**src/hdl/occupancy_grid_neighbor_expander_core_defines.svh**
```systemverilog
// ----------------------------------------------------------------------------
// Occupancy grid neighbor expander: assertion macros
// Shared assertion helpers; define ASSERT_OFF to compile them away.
// ----------------------------------------------------------------------------
`ifndef OCCUPANCY_GRID_NEIGHBOR_EXPANDER_CORE_DEFINES_SVH
`define OCCUPANCY_GRID_NEIGHBOR_EXPANDER_CORE_DEFINES_SVH

`ifndef ASSERT_OFF

// Property must hold at every clock edge outside reset
`define OGNE_ASSERT(lbl, clk, rst_n, prop) \
    lbl: assert property (@(posedge clk) disable iff (!rst_n) (prop)) \
        else $error("%m: assertion failed");

// Expression must never be true outside reset
`define OGNE_NEVER(lbl, clk, rst_n, expr) \
    lbl: assert property (@(posedge clk) disable iff (!rst_n) !(expr)) \
        else $error("%m: forbidden condition seen");

`else

`define OGNE_ASSERT(lbl, clk, rst_n, prop)
`define OGNE_NEVER(lbl, clk, rst_n, expr)

`endif

`endif

```
**src/hdl/ogne_pkg.sv**
```systemverilog
// ----------------------------------------------------------------------------
// ogne_pkg
// Shared types, command codes and neighbor step tables of the expander.
// ----------------------------------------------------------------------------
package ogne_pkg;

    // Command codes of an input transaction
    typedef enum logic [1:0] {
        CMD_SET   = 2'd0,
        CMD_QUERY = 2'd1,
        CMD_NBR   = 2'd2,
        CMD_NONE  = 2'd3
    } t_cmd;

    // Configuration register indexes
    typedef enum logic [0:0] {
        REG_ROW_COUNT = 1'b0,
        REG_COL_COUNT = 1'b1
    } t_reg_idx;

    localparam int          CFG_W       = 9;
    localparam logic [8:0]  CFG_RST_VAL = 9'd256;

    // Signed coordinate wide enough for -1 .. 256
    localparam int COORD_W = 10;
    typedef logic signed [COORD_W-1:0] t_coord;

    // Neighbor step order
    localparam logic [2:0] STEP_UP         = 3'd0;
    localparam logic [2:0] STEP_RIGHT      = 3'd1;
    localparam logic [2:0] STEP_DOWN       = 3'd2;
    localparam logic [2:0] STEP_LEFT       = 3'd3;
    localparam logic [2:0] STEP_UP_LEFT    = 3'd4;
    localparam logic [2:0] STEP_UP_RIGHT   = 3'd5;
    localparam logic [2:0] STEP_DOWN_RIGHT = 3'd6;
    localparam logic [2:0] STEP_DOWN_LEFT  = 3'd7;

    // Row offset of a step
    function automatic logic signed [1:0] step_row(input logic [2:0] k);
        case (k)
            STEP_UP, STEP_UP_LEFT, STEP_UP_RIGHT:       step_row = -2'sd1;
            STEP_DOWN, STEP_DOWN_RIGHT, STEP_DOWN_LEFT: step_row = 2'sd1;
            default:                                    step_row = 2'sd0;
        endcase
    endfunction

    // Column offset of a step
    function automatic logic signed [1:0] step_col(input logic [2:0] k);
        case (k)
            STEP_LEFT, STEP_UP_LEFT, STEP_DOWN_LEFT:    step_col = -2'sd1;
            STEP_RIGHT, STEP_UP_RIGHT, STEP_DOWN_RIGHT: step_col = 2'sd1;
            default:                                    step_col = 2'sd0;
        endcase
    endfunction

    // Cardinal cell sharing the diagonal's row (up or down)
    function automatic logic [1:0] diag_row_card(input logic [2:0] k);
        case (k)
            STEP_UP_LEFT, STEP_UP_RIGHT: diag_row_card = STEP_UP[1:0];
            default:                     diag_row_card = STEP_DOWN[1:0];
        endcase
    endfunction

    // Cardinal cell sharing the diagonal's column (left or right)
    function automatic logic [1:0] diag_col_card(input logic [2:0] k);
        case (k)
            STEP_UP_LEFT, STEP_DOWN_LEFT: diag_col_card = STEP_LEFT[1:0];
            default:                      diag_col_card = STEP_RIGHT[1:0];
        endcase
    endfunction

    // Sequencer states
    typedef enum logic [6:0] {
        ST_IDLE  = 7'b0000001,
        ST_SET   = 7'b0000010,
        ST_QRD   = 7'b0000100,
        ST_QRSP  = 7'b0001000,
        ST_SCAN  = 7'b0010000,
        ST_DRAIN = 7'b0100000,
        ST_FLUSH = 7'b1000000
    } t_state;

endpackage

```
**src/hdl/ogne_cell_unit.sv**
```systemverilog
// ----------------------------------------------------------------------------
// ogne_cell_unit
// Shared bounds check and map address generation for one candidate cell.
// ----------------------------------------------------------------------------
module ogne_cell_unit #(
    parameter int MAX_ROWS = 256,
    parameter int MAX_COLS = 256,
    parameter int AW       = 16
) (
    input  ogne_pkg::t_coord                 i_row,
    input  ogne_pkg::t_coord                 i_col,
    input  logic [ogne_pkg::CFG_W-1:0]       i_row_count,
    input  logic [ogne_pkg::CFG_W-1:0]       i_col_count,
    output logic                             o_inside,
    output logic [AW-1:0]                    o_addr
);

    localparam int         PW      = AW + ogne_pkg::CFG_W + 1;
    localparam logic [12:0] ROW_LIM = 13'(MAX_ROWS);
    localparam logic [12:0] COL_LIM = 13'(MAX_COLS);

    logic [ogne_pkg::CFG_W-1:0] row_u;
    logic [ogne_pkg::CFG_W-1:0] col_u;
    logic [PW-1:0]              addr_full;

    assign row_u = i_row[ogne_pkg::CFG_W-1:0];
    assign col_u = i_col[ogne_pkg::CFG_W-1:0];

    // In bounds: non-negative, below the register and below the map size
    assign o_inside = !i_row[ogne_pkg::COORD_W-1] && !i_col[ogne_pkg::COORD_W-1] &&
                      (row_u < i_row_count) && (col_u < i_col_count) &&
                      ({4'd0, row_u} < ROW_LIM) && ({4'd0, col_u} < COL_LIM);

    // Row-major address; only meaningful when in bounds
    assign addr_full = PW'(row_u) * PW'(MAX_COLS) + PW'(col_u);
    assign o_addr    = addr_full[AW-1:0];

endmodule

```
**config.mk**
```make
export PLATFORM = sky130hd
export DESIGN_NAME = ogne_cell_unit
export DESIGN_NICKNAME = d
export VERILOG_FILES = /design/src/hdl/occupancy_grid_neighbor_expander_core_defines.svh /design/src/hdl/ogne_pkg.sv /design/src/hdl/ogne_cell_unit.sv
export SDC_FILE = /design/constraint.sdc
export NUM_CORES = 1
export LEC_CHECK = 0
export BUFFER_PORTS_ARGS = -buffer_cell sky130_fd_sc_hd__buf_2
export CAP_MARGIN = 20
export CORE_MARGIN = 2
export CORE_UTILIZATION = 25
export DETAILED_ROUTE_END_ITERATION = 16
export SYNTH_ARGS = -nofsm -noshare
export SYNTH_HDL_FRONTEND = slang
export SYNTH_SLANG_ARGS = --single-unit
```
**constraint.sdc**
```tcl
create_clock -name vclk -period 1.6
set_input_delay 0.24 -clock vclk [all_inputs]
set_output_delay 0.24 -clock vclk [all_outputs]
set_load 0.01 [all_outputs]
```
# After elaboration in Yosys (flattened, before gate mapping)
# Cells that the tools add are included.
[word_totals] out_inout_bits=17 inputBits=38 wordCells=12 reg_bits=0
[classes] n_lt_le_gt_ge=4 n_reduce_logical=7 add_sub_neg=1
[ops] cell="$lt 9x9->1" count=2
[ops] cell="$lt 9x9->1 const B" count=2
[ops] cell="$add 16x9->16" count=1
[ops] cell="$logic_and 1x1->1" count=5
[ops] cell="$logic_not 1->1" count=2

# Longest topological paths before layout
[logic_depth] ltp_word=6 ltp_mapped=7 depth_no_buf=7

# Worst setup path after synthesis
# OpenSTA, ideal clock, no wires.
[synth_timing] path_kind="input to output" start="input port i_row_count[8] (netlist name)" end="output port o_inside" path_buffers=0 required_ns=1.360 path_slack_ns=0.120 stages=7 t_arrival_ns=1.240 cell_sequence="inv_1 > ha_1 > and2_4 > a32oi_1 > and3_1 > nand4_1 > nor2_1"
[synth_via] elab_chain_len=5
[synth_lines] element="from (decl)" line="ogne_cell_unit.sv:12" text="input logic [ogne_pkg::CFG_W-1:0] i_row_count,"
[synth_lines] element="$lt 9x9->1" line="ogne_cell_unit.sv:31" text="(row_u < i_row_count) && (col_u < i_col_count) &&"
[synth_lines] element="$logic_and 1x1->1" line="ogne_cell_unit.sv:30" text="assign o_inside = !i_row[ogne_pkg::COORD_W-1] && !i_col[ogne_pkg::COORD_W-1] &&"
[synth_lines] element="$logic_and 1x1->1 (2 in series)" line="ogne_cell_unit.sv:31"
[synth_lines] element="$logic_and 1x1->1" line="ogne_cell_unit.sv:32" text="({4'd0, row_u} < ROW_LIM) && ({4'd0, col_u} < COL_LIM);"
[synth_lines] element="to (decl)" line="ogne_cell_unit.sv:14" text="output logic o_inside,"
# No other way between the ends.

# Final worst setup path
[layout_timing] start="input port i_col[8]" end="output port o_inside"
[layout_via] elab_chain_len=4 elab_cells_between_ends=5 classes_between="order compare: 2; reduce/logical: 3"
[layout_lines] element="from (decl)" line="ogne_cell_unit.sv:11" text="input ogne_pkg::t_coord i_col,"
[layout_lines] element="$lt 9x9->1" line="ogne_cell_unit.sv:31"
[layout_lines] element="$logic_and 1x1->1 (2 in series)" line="ogne_cell_unit.sv:31"
[layout_lines] element="$logic_and 1x1->1 *" line="ogne_cell_unit.sv:32"
# Every way passes the cells marked *; elsewhere a longest branch is shown, timed or not.

==> PnR_summary.wiki <==
{| class="wikitable"
! Metric !! Value
|-
| Horizontal die dimension || 52.9 microns
|-
| Number of antenna violations at the first check in global routing || 0
|-
| Global-route track usage on met2 || 21.3%
|-
| Arrival time reported for the critical path endpoint || 1.39 ns
|-
| Vias in the first global route || 595
|-
| Die Y || 52.9 microns
|-
| Bufs and invs on worst path || 2
|-
| Leakage power summed over all cells || 0.541 nW
|-
| Flip-flop and latch count || 0
|-
| Dominant cell by count in the synthesized netlist || ha_1
|-
| Maximum vdd ir drop || 0.111 mV
|-
| CTS hold repair buffers || 0
|-
| Worst Setup Path Type || input pin to primary output
|-
| Max Fanout on Critical Path || 3
|-
| Number of input and output port buffers inserted || 55
|-
| Routed wire length per instance || 10.4 microns
|-
| Most frequent CP cell || buf_2
|-
| Area enclosed by the die boundary || 2790 sq um
|-
| Starting Density || 26.7%
|-
| Mapped Cells || 77
|-
| Critical Path End Type || primary output
|-
| Total number of nets in the final design || 186
|-
| Pin count of the biggest net entering global routing || 6
|-
| Busiest layer in global routing || met2
|-
| Relative slew margins || 87.2%
|-
| Via density per instance || 4.35
|-
| Most frequent cells after synthesis || 18 x ha_1, 16 x inv_1, 8 x buf_4
|-
| Finished layout cell area || 936 sq um
|-
| Number of iterations in the first detailed-routing pass || 2
|-
| Cell Area, Synth || 597 sq um
|-
| Distinct cells, synth || 20
|-
| Share of the clock period used by the worst path after layout || 102%
|-
| Remaining global-route overflow || 0
|-
| Cell-by-cell listing of the critical path || buf_2 -> ha_1 -> and4_1 -> a32oi_1 -> nand4_1 -> nor2_1 -> buf_2
|-
| Final setup violating endpoints || 1
|-
| Area taken by flip-flops and latches || 0 sq um
|-
| Global-route track usage on met3 || 0%
|-
| Area post-placement || 877 sq um
|-
| Placement Rows || 17
|-
| Final Critical Period || 1.63 ns
|-
| Upper clock frequency limit || 612 MHz
|-
| Number of clock buffers in the layout || 0
|-
| Final sum of negative setup slack || -0.0341 ns
|-
| # Max-Cap Violations || 0
|-
| DRC violations left || 0
|-
| Overall routed net length || 1620 microns
|-
| Worst setup slack after layout || -0.0341 ns
|-
| Avg Cell Area, Syn || 7.75 sq um
|-
| Number of pins with negative max-slew slack in the final report || 0
|-
| Wire length of the first global-routing pass || 2350 microns
|-
| Biggest cell delay along the critical path || 0.33 ns
|-
| Number of nets produced by synthesis || 133
|-
| Slowest CP cell || ha_1
|-
| Top-area cell type share of the netlist area || 37.7%
|-
| Count of antenna diodes in the layout || 0
|-
| Io pins || 55
|-
| Routability congestion estimate || 0.716
|-
| Remaining antenna violation count after routing || 0
|-
| Number of violations reported at the end of detailed-routing iteration 0 || 1
|-
| Seq/Total Area, Yosys || 0%
|-
| CP startpoint kind || input pin
|-
| Via count || 679
|-
| Run status || complete, but fails checks
|-
| Met1 global-route usage || 13.5%
|-
| Hold Violations, Final || 0
|-
| Largest delay contributor family on the critical path || simple AND/OR/NAND/NOR gates
|-
| Placed wire-length estimate after detailed placement || 1460 microns
|-
| RSZ-0062 raised after global routing || true
|-
| Count of synthesis-stage warnings from yosys || 0
|-
| Core box area || 2230 sq um
|-
| Violated checks || setup timing
|-
| Area added between synthesis and finish || 56.8%
|-
| Proportion of layout cells with a drive suffix above 1 || 53.1%
|-
| Aggregate global-route resource usage || 10.9%
|-
| Area leader, netlist || ha_1
|-
| Data required time at the worst endpoint || 1.36 ns
|-
| Tightest Pin Transition || 0.191 ns
|-
| Largest cells by area after synthesis || ha_1 38%, buf_4 10%, inv_1 10%, xnor2_1 5.9%, nand4_1 4.2%
|-
| Min-delay worst type || input pin to primary output
|-
| Ratio of total power to cell area || 235 nW/um^2
|}
==> timing repair <==
action                                  in CTS  in global routing
endpoints found under the setup margin       1                  2
gates cloned                                 0                  0
pin swaps                                    5                  4
gates resized for setup                      5                  6
setup buffers                                0                  0
==> per-stage QoR <==
| step | power (mW) | utilization, % | setup slack (ns) | cells | hold slack (ns) |
|---|---|---|---|---|---|
| after floorplan | 0.109 | - | 0.120 | 77 | 0.560 |
| after global placement | 0.197 | 39.3 | -0.0678 | 156 | 0.682 |
| after detailed placement | 0.202 | 39.3 | -0.0851 | 156 | 0.684 |
| after CTS | 0.213 | 41.0 | 0.00292 | 156 | 0.685 |
| after global routing | 0.251 | 41.9 | -0.0539 | 156 | 0.689 |
| final | 0.220 | 41.9 | -0.0341 | 156 | 0.684 |
==> layout by cell type, fill, tap and decap left out, drive strengths merged, types with 2 or more instances in the layout <==
master | synthesis | final
nor2 | 2 | 2
xor2 | 2 | 2
nor3b | 2 | 2
o21ai | 5 | 5
nand3 | 2 | 2
a32oi | 2 | 2
and3 | 3 | 3
xnor2 | 4 | 4
ha | 18 | 18
and4 | 2 | 2
inv | 16 | 16
nand4 | 4 | 4
buf | 8 | 59
==> layer usage <==
layer	routed length, microns	share of wire, %
met4	22	1.4
met3	84	5.2
met2	859	53
met5	0	0
met1	653	40
==> cell families (layout without fill, tap and decap cells) <==
family | count (synthesis) | after routing | share of synthesized area, %
buffers and inverters | 24 | 75 | 20.1
adder cells (fa/ha/maj) | 18 | 18 | 37.7
AND/OR/NAND/NOR | 18 | 18 | 21.4
AO/OA/AOI/OAI | 11 | 11 | 11.9
XOR/XNOR | 6 | 6 | 8.80
==> where the power goes <==
part / internal (mW) / total, mW / switching [mW] / leakage (nW)
Combinational: 0.115 / 0.220 / 0.105 / 0.541
Clock: 0 / 0 / 0 / 0
Sequential: 0 / 0 / 0 / 0
Total: 0.115 / 0.220 / 0.105 / 0.541
==> cell type report <==
class	count	area, sq um
Inverter	16	62.6
Tap cell	28	35.0
Multi-Input combinational cell	53	524
Fill cell	239	1300
Timing Repair Buffer	59	314
==> final timing paths <==
kind                  from         to  slack (ns)  cells past startpoint
setup / recovery  i_col[8]   o_inside       -0.03                      7
hold / removal    i_col[0]  o_addr[0]        0.68                      2
Note: power is estimated with default switching activity, not from simulation.
